File: src/hdl/sfr_pkg.sv
// shared widths, register codes, config bundle and helpers for the sphere test unit
// no dependencies
`timescale 1ns / 1ps

package sfr_pkg;

  localparam int POS_W    = 21;                    // block and camera coordinate width, Q.8
  localparam int AXIS_W   = 16;                    // unit vector component, Q1.14
  localparam int BND_W    = 24;                    // near/far/margin/slope fields
  localparam int FRAC_SH  = 14;                    // fraction bits of the axis vectors
  localparam int RSQ_SH   = 36;                    // radius squared to Q.44
  localparam int LEN_SH   = 28;                    // |d|^2 to Q.44

  localparam int CAM_W    = 63;
  localparam int AXREG_W  = 48;
  localparam int RSQ_W    = 24;
  localparam int CFG_DW   = 64;
  localparam int CFG_AW   = 6;
  localparam int NUM_REGS = 8;
  localparam int IDX_LSB  = 3;                     // registers on 8-byte boundaries
  localparam int IDX_W    = 3;

  localparam int IN_TDATA_W  = ((3 * POS_W + 7) / 8) * 8;
  localparam int OUT_TDATA_W = 8;

  // datapath widths
  localparam int OFS_W    = POS_W + 1;             // block minus camera
  localparam int PROD_W   = OFS_W + AXIS_W;        // one component product
  localparam int PROJ_W   = PROD_W + 2;            // sum of three products, Q.22
  localparam int DEPTH8_W = PROJ_W - FRAC_SH;      // floor of depth, Q.8
  localparam int SP_W     = DEPTH8_W + BND_W;      // depth8 * slope
  localparam int DIST_W   = SP_W + 1;              // cone half width
  localparam int WIDE_W   = DIST_W + 1;            // room for negated half width
  localparam int SQ_W     = 2 * OFS_W;             // one squared offset
  localparam int LEN_W    = SQ_W + 2;              // |d|^2
  localparam int HALF_W   = (PROJ_W + 1) / 2;      // split of |p_front| for squaring
  localparam int HI_W     = PROJ_W - HALF_W;
  localparam int CMP_W    = 2 * PROJ_W + 2;        // line test compare width

  localparam logic [AXREG_W-1:0] FRONT_RST = 48'h0000_0000_4000;
  localparam logic [AXREG_W-1:0] UP_RST    = 48'h0000_4000_0000;
  localparam logic [AXREG_W-1:0] RIGHT_RST = 48'h4000_0000_0000;

  typedef enum logic [IDX_W-1:0] {
    REG_CAMERA = 3'd0,
    REG_FRONT  = 3'd1,
    REG_UP     = 3'd2,
    REG_RIGHT  = 3'd3,
    REG_DEPTH  = 3'd4,
    REG_VCONE  = 3'd5,
    REG_HCONE  = 3'd6,
    REG_RSQ    = 3'd7
  } reg_idx_t;

  typedef struct packed {
    logic [CAM_W-1:0]   camera;
    logic [AXREG_W-1:0] front;
    logic [AXREG_W-1:0] up;
    logic [AXREG_W-1:0] right;
    logic [AXREG_W-1:0] depth;
    logic [AXREG_W-1:0] vcone;
    logic [AXREG_W-1:0] hcone;
    logic [RSQ_W-1:0]   rsq;
  } sfr_cfg_t;

  // camera coordinate idx; bits past the register read as zero
  function automatic logic signed [POS_W-1:0] cam_field(input logic [CAM_W-1:0] cam,
                                                        input int unsigned idx);
    logic [POS_W-1:0] f;
    f = '0;
    for (int unsigned b = 0; b < POS_W; b++) begin
      if (idx * POS_W + b < CAM_W) begin
        f[b] = cam[idx * POS_W + b];
      end
    end
    return $signed(f);
  endfunction

  // component idx of a packed axis vector
  function automatic logic signed [AXIS_W-1:0] axis_field(input logic [AXREG_W-1:0] ax,
                                                          input int unsigned idx);
    return $signed(ax[idx * AXIS_W +: AXIS_W]);
  endfunction

endpackage

File: src/hdl/sfr_cfg.sv
// configuration register file with apb-style access
// depends on sfr_pkg
`timescale 1ns / 1ps

module sfr_cfg (
  input  logic                         clk,
  input  logic                         rst_n,
  input  logic                         psel,
  input  logic                         penable,
  input  logic                         pwrite,
  input  logic [sfr_pkg::CFG_AW-1:0]   paddr,
  input  logic [sfr_pkg::CFG_DW-1:0]   pwdata,
  output logic [sfr_pkg::CFG_DW-1:0]   prdata,
  output logic                         pready,
  output sfr_pkg::sfr_cfg_t            cfg
);

  sfr_pkg::sfr_cfg_t cfg_r;
  sfr_pkg::sfr_cfg_t cfg_nxt;
  sfr_pkg::reg_idx_t idx;
  logic              wr_en;

  assign pready = 1'b1;
  assign idx    = sfr_pkg::reg_idx_t'(paddr[sfr_pkg::IDX_LSB +: sfr_pkg::IDX_W]);
  assign wr_en  = psel && penable && pwrite && pready;

  always_comb begin
    cfg_nxt = cfg_r;
    if (wr_en) begin
      case (idx)
        sfr_pkg::REG_CAMERA: cfg_nxt.camera = pwdata[sfr_pkg::CAM_W-1:0];
        sfr_pkg::REG_FRONT:  cfg_nxt.front  = pwdata[sfr_pkg::AXREG_W-1:0];
        sfr_pkg::REG_UP:     cfg_nxt.up     = pwdata[sfr_pkg::AXREG_W-1:0];
        sfr_pkg::REG_RIGHT:  cfg_nxt.right  = pwdata[sfr_pkg::AXREG_W-1:0];
        sfr_pkg::REG_DEPTH:  cfg_nxt.depth  = pwdata[sfr_pkg::AXREG_W-1:0];
        sfr_pkg::REG_VCONE:  cfg_nxt.vcone  = pwdata[sfr_pkg::AXREG_W-1:0];
        sfr_pkg::REG_HCONE:  cfg_nxt.hcone  = pwdata[sfr_pkg::AXREG_W-1:0];
        sfr_pkg::REG_RSQ:    cfg_nxt.rsq    = pwdata[sfr_pkg::RSQ_W-1:0];
        default: ;
      endcase
    end
  end

  always_comb begin
    case (idx)
      sfr_pkg::REG_CAMERA: prdata = sfr_pkg::CFG_DW'(cfg_r.camera);
      sfr_pkg::REG_FRONT:  prdata = sfr_pkg::CFG_DW'(cfg_r.front);
      sfr_pkg::REG_UP:     prdata = sfr_pkg::CFG_DW'(cfg_r.up);
      sfr_pkg::REG_RIGHT:  prdata = sfr_pkg::CFG_DW'(cfg_r.right);
      sfr_pkg::REG_DEPTH:  prdata = sfr_pkg::CFG_DW'(cfg_r.depth);
      sfr_pkg::REG_VCONE:  prdata = sfr_pkg::CFG_DW'(cfg_r.vcone);
      sfr_pkg::REG_HCONE:  prdata = sfr_pkg::CFG_DW'(cfg_r.hcone);
      sfr_pkg::REG_RSQ:    prdata = sfr_pkg::CFG_DW'(cfg_r.rsq);
      default:             prdata = '0;
    endcase
  end

  always_ff @(posedge clk) begin
    if (!rst_n) begin
      cfg_r.camera <= '0;
      cfg_r.front  <= sfr_pkg::FRONT_RST;
      cfg_r.up     <= sfr_pkg::UP_RST;
      cfg_r.right  <= sfr_pkg::RIGHT_RST;
      cfg_r.depth  <= '0;
      cfg_r.vcone  <= '0;
      cfg_r.hcone  <= '0;
      cfg_r.rsq    <= '0;
    end else begin
      cfg_r <= cfg_nxt;
    end
  end

  assign cfg = cfg_r;

endmodule

File: config.mk
export PLATFORM = sky130hd
export DESIGN_NAME = sfr_cfg
export DESIGN_NICKNAME = d
export VERILOG_FILES = /design/src/hdl/sfr_pkg.sv /design/src/hdl/sfr_cfg.sv
export SDC_FILE = /design/constraint.sdc
export NUM_CORES = 1
export LEC_CHECK = 0
export BUFFER_PORTS_ARGS = -buffer_cell sky130_fd_sc_hd__buf_2
export CAP_MARGIN = 20
export CELL_PAD_IN_SITES_DETAIL_PLACEMENT = 1
export CELL_PAD_IN_SITES_GLOBAL_PLACEMENT = 2
export CORE_UTILIZATION = 31
export CTS_CLUSTER_DIAMETER = 80
export DETAILED_ROUTE_END_ITERATION = 16
export GPL_ROUTABILITY_DRIVEN = 0
export PLACE_DENSITY = 0.84
export SETUP_SLACK_MARGIN = 0.5
export SYNTH_ARGS = -nofsm -noshare
export SYNTH_HDL_FRONTEND = slang
export SYNTH_SLANG_ARGS = --single-unit
File: constraint.sdc
create_clock -name clk -period 3.9 [get_ports clk]
set_clock_uncertainty 0.2 [all_clocks]
set_input_delay 0.78 -clock clk [delete_from_list [all_inputs] [get_ports clk]]
set_output_delay 0.78 -clock clk [all_outputs]
set_load 0.01 [all_outputs]
Word level (Yosys, flattened, before mapping) --
Index checks and enable logic that the tools add are counted.
Storage, ports and cells: word-level logic and storage cells 27, register bits 375, output and inout bits 440
Cells by class: multiplexer cells 1, reduce and logical (&&, ||, !) cells 11, equal/unequal tests 7
Operators with widths (count):
- $pmux 64 s8 | 1
- $reduce_and 2->1 | 8
- $eq 3x3->1 const B | 4
- $eq 3x2->1 const B | 2
- $eq 3x1->1 const B | 1
- $logic_not 3->1 | 1
- $logic_and 1x1->1 | 2

Logic depth before layout (Yosys ltp) --
depth in word-level cells 3, mapped depth 8, gate-level depth less buffers 4

Worst setup path after synthesis --
Ideal clock, no wire load.
kind input to output, from input port paddr[4] (netlist name), to output port prdata[25] (netlist name), cell stages on the path 6, path buffers 3, data arrival time 1.826 ns, slack 1.094 ns, required time 2.920 ns, path through buf_4 -> buf_12 -> buf_12 -> mux2i_1 -> a211o_1 -> a21oi_1
Between the ends: longest elaborated chain between the ends 2, elaborated cells on any way between the ends 9
RTL lines:
- from (decl) | RTL line sfr_cfg.sv:11 | input logic [sfr_pkg::CFG_AW-1:0] paddr,
- $eq 3x3->1, or another cell as far along | RTL line sfr_cfg.sv:45 | case (idx)
- $pmux 64 s8 (*) | RTL line sfr_cfg.sv:45
- to (decl) | RTL line sfr_cfg.sv:13 | output logic [sfr_pkg::CFG_DW-1:0] prdata,
Mark *: on every way between the ends. The rest lies on a longest branch, timed or not. The select of a mux whose other input is x is not followed.

Worst setup path after layout --
from input port paddr[5] (netlist name), to output port prdata[22] (netlist name)
Same word-level chain as after synthesis.

==> flow_summary.ini <==
[synth]
ys_seq_area_share_pct = 48.7
ys_warn_count = 0
synth-main-ff-cell = dfxtp_1
synth_area_sq_um = 15400
synth_seq_cells = 375
synth_common_cells = nand3_1, dfxtp_1, o21ai_0
synth_top_area_share_pct = 48.7
syn_nets = 1851
synth_cells = 1776
ys_types = 39
async_flop_share_pct = 0
synth_area_per_cell_sq_um = 8.67
synthTopCellsByArea = dfxtp_1, nand3_1, o21ai_0
synth.largest_area_cell = dfxtp_1
yosysMostFrequentCell = nand3_1
synth_edf_count = 0

[power]
p_leak_nw = 8.84
p_per_area_nw_per_um2 = 440
peakVddDrop_v = 0.000336

[critical_path]
start_kind = primary input
crit_path_end_kind = primary output
crit_top_cell = buf_4
rr_worst_depth = 2
startpoint = paddr[5]
cp_data_arrival_time_ns = 2.40
critical_path.max_stage_delay_ns = 0.38
critPathSlowestCell = a221oi_1
required_ns = 2.92
crit_chain = buf_4, or2_2, buf_4, o32ai_1, a221oi_1, a21oi_1, buf_2
path_delay_family = buffers and inverters
worst_r2r_startpoint = cfg[22]$_SDFFE_PN0P_
path_depth = 7
path_max_fanout = 18
crit_buf_inv = 3
crit_type = primary input to primary output

[clock_tree]
cts_buffer_depth = 3
clock_latency_ns = 0.56
post_cts_buffers = 0
htree_levels = 2
postCtsHoldBufs = 0
clock_tree.root_cell = clkbuf_16
numCtsBuffers = 46
cts.sink_count = 375
clkTransAtPathRegs_ns = 0.06
cts_tree = done

[detailed_routing]
postRouteAntennaNets = 0
post_drt_wl_per_cell_um = 22.7
drtIter0Drc = 929
firstDrtPassIters = 5
viasPerCell = 5.35
drt-total-wl_um = 66000
post-route-drc-count = 0
vias = 15500

[grt]
grt_max_degree = 127
overflow = 0
antenna_found_initial = 1
grt_pass1_wl_um = 97100
grt_pass1_vias = 15500
grt_usage_pct = 25.0

[die]
die_area_sq_um = 50600
die_w_um = 225
die_h_um = 225
fp.coreArea_sq_um = 49000
placementRows = 81
io_pins = 515
initial_core_util_pct = 31.5

[finish]
post_route_cells_drive_above_1_share_pct = 31.1
regArea_sq_um = 7510
area_growth_pct = 29.4
fin_nets = 2282
multi_input_comb_area_sq_um = 6840
fillCellCount = 5905
largest_reg_flops = 375
antenna_cells = 0

[sta]
slew_viol_final = 0
tightest_slew_ns = 1.03
tns_ns = 0
slew_headroom_pct = 30.8
period_share_pct = 86.7
finalSetupViolations = 0
final.setup.worst_slack_ns = 0.520
rsz0062_at_grt = true
timing.fmax_ghz = 0.296
final_hold_viol_count = 0
fin_crit_ns = 3.38

[hold_path]
worstHoldPathCells = 3
hp-class = primary input to flop
min_from = pwdata[30]

[outcome]
status = finished, final reports clean

[run]
maxCapViolCount = 0

[place]
dp_hpwl_um = 44100
post-place-ws_ns = 0.440
port_buffers = 508
## per-stage QoR
step	power (mW)	area, sq um	util [%]	std cells	hold slack (ns)
after global placement	4.56	18400	37.6	2822	0.259
after floorplan	4.30	15400	-	1776	0.292
final	8.77	19900	40.7	2904	0.259
after detailed placement	4.57	18400	37.6	2822	0.267
after CTS	8.84	19900	40.6	2903	0.222
after global routing	9.04	19900	40.7	2904	0.239
## cell usage in the layout, fill, tap and decap left out, types with 7 or more instances in the layout
master / Yosys / final
buf_2: 33 / 504
nand3_1: 377 / 377
dfxtp_1: 375 / 375
o21ai_0: 264 / 264
o21ai_1: 111 / 111
nor2_1: 66 / 66
nand2_1: 69 / 66
clkbuf_16: 0 / 49
buf_4: 32 / 47
a21oi_1: 45 / 45
mux2_2: 42 / 42
a32oi_1: 40 / 40
mux2i_1: 31 / 31
inv_1: 27 / 27
nor2b_1: 28 / 26
o32ai_1: 23 / 23
a221oi_1: 26 / 23
a211o_1: 21 / 21
and2_1: 17 / 17
clkbuf_1: 78 / 13
buf_12: 3 / 11
clkbuf_8: 0 / 8
nand2_4: 0 / 7
clkinv_2: 0 / 7
## path summary, 6_finish.rpt
| check | endpoint | slack, ns |
|---|---|---|
| hold / removal | cfg[246]$_SDFFE_PN1P_ | 0.26 |
| setup reg to reg | cfg[22]$_SDFFE_PN0P_ | 3.00 |
| setup / recovery | prdata[22] | 0.52 |
| hold reg to reg | cfg[267]$_SDFFE_PN0P_ | 0.27 |
## area by class of cell
class	count	area share [%]
Clock buffer	70	6.95
Timing Repair Buffer	566	15.8
Sequential cell	375	37.7
Tap cell	664	4.17
Clock inverter	11	0.578
Multi-Input combinational cell	1191	34.3
Inverter	27	0.509
## kinds of logic (layout without fill, tap and decap cells)
kind of cell / count (synthesis) / in the layout / share of synthesized area, %
simple gates: 572 / 573 / 18.1
flops: 375 / 375 / 48.7
buf+inv: 211 / 674 / 7.40
compound gates: 543 / 543 / 20.6
mux: 73 / 73 / 5.08
other cells: 2 / 2 / 0.0488
## power breakdown
part | total, mW | internal [mW] | switching [mW]
Clock | 4.27 | 2.57 | 1.70
Combinational | 0.611 | 0.188 | 0.423
Sequential | 3.88 | 3.86 | 0.0230
## worst reg2reg max path: stages (launching register included)
cell and delay, ns:
dfxtp_1 0.34, nand3_1 0.08, o21ai_0 0.12
## per-layer routing
layer	up-vias	part of all wire (%)	wire length, um	global-route usage, %
li1	7299	-	-	-
met1	7674	43	28200	30.7
met2	442	48	31400	42.8
met3	106	7.0	4630	6.09
met4	2	2.6	1720	8.01
met5	-	0.020	13	0
## what timing repair did
item                       CTS  global route
cloned                       0             1
setup endpoints to repair    3            13
pin swaps                    1             0
gates resized for setup      1             6
(Power assumes the default switching activity.)
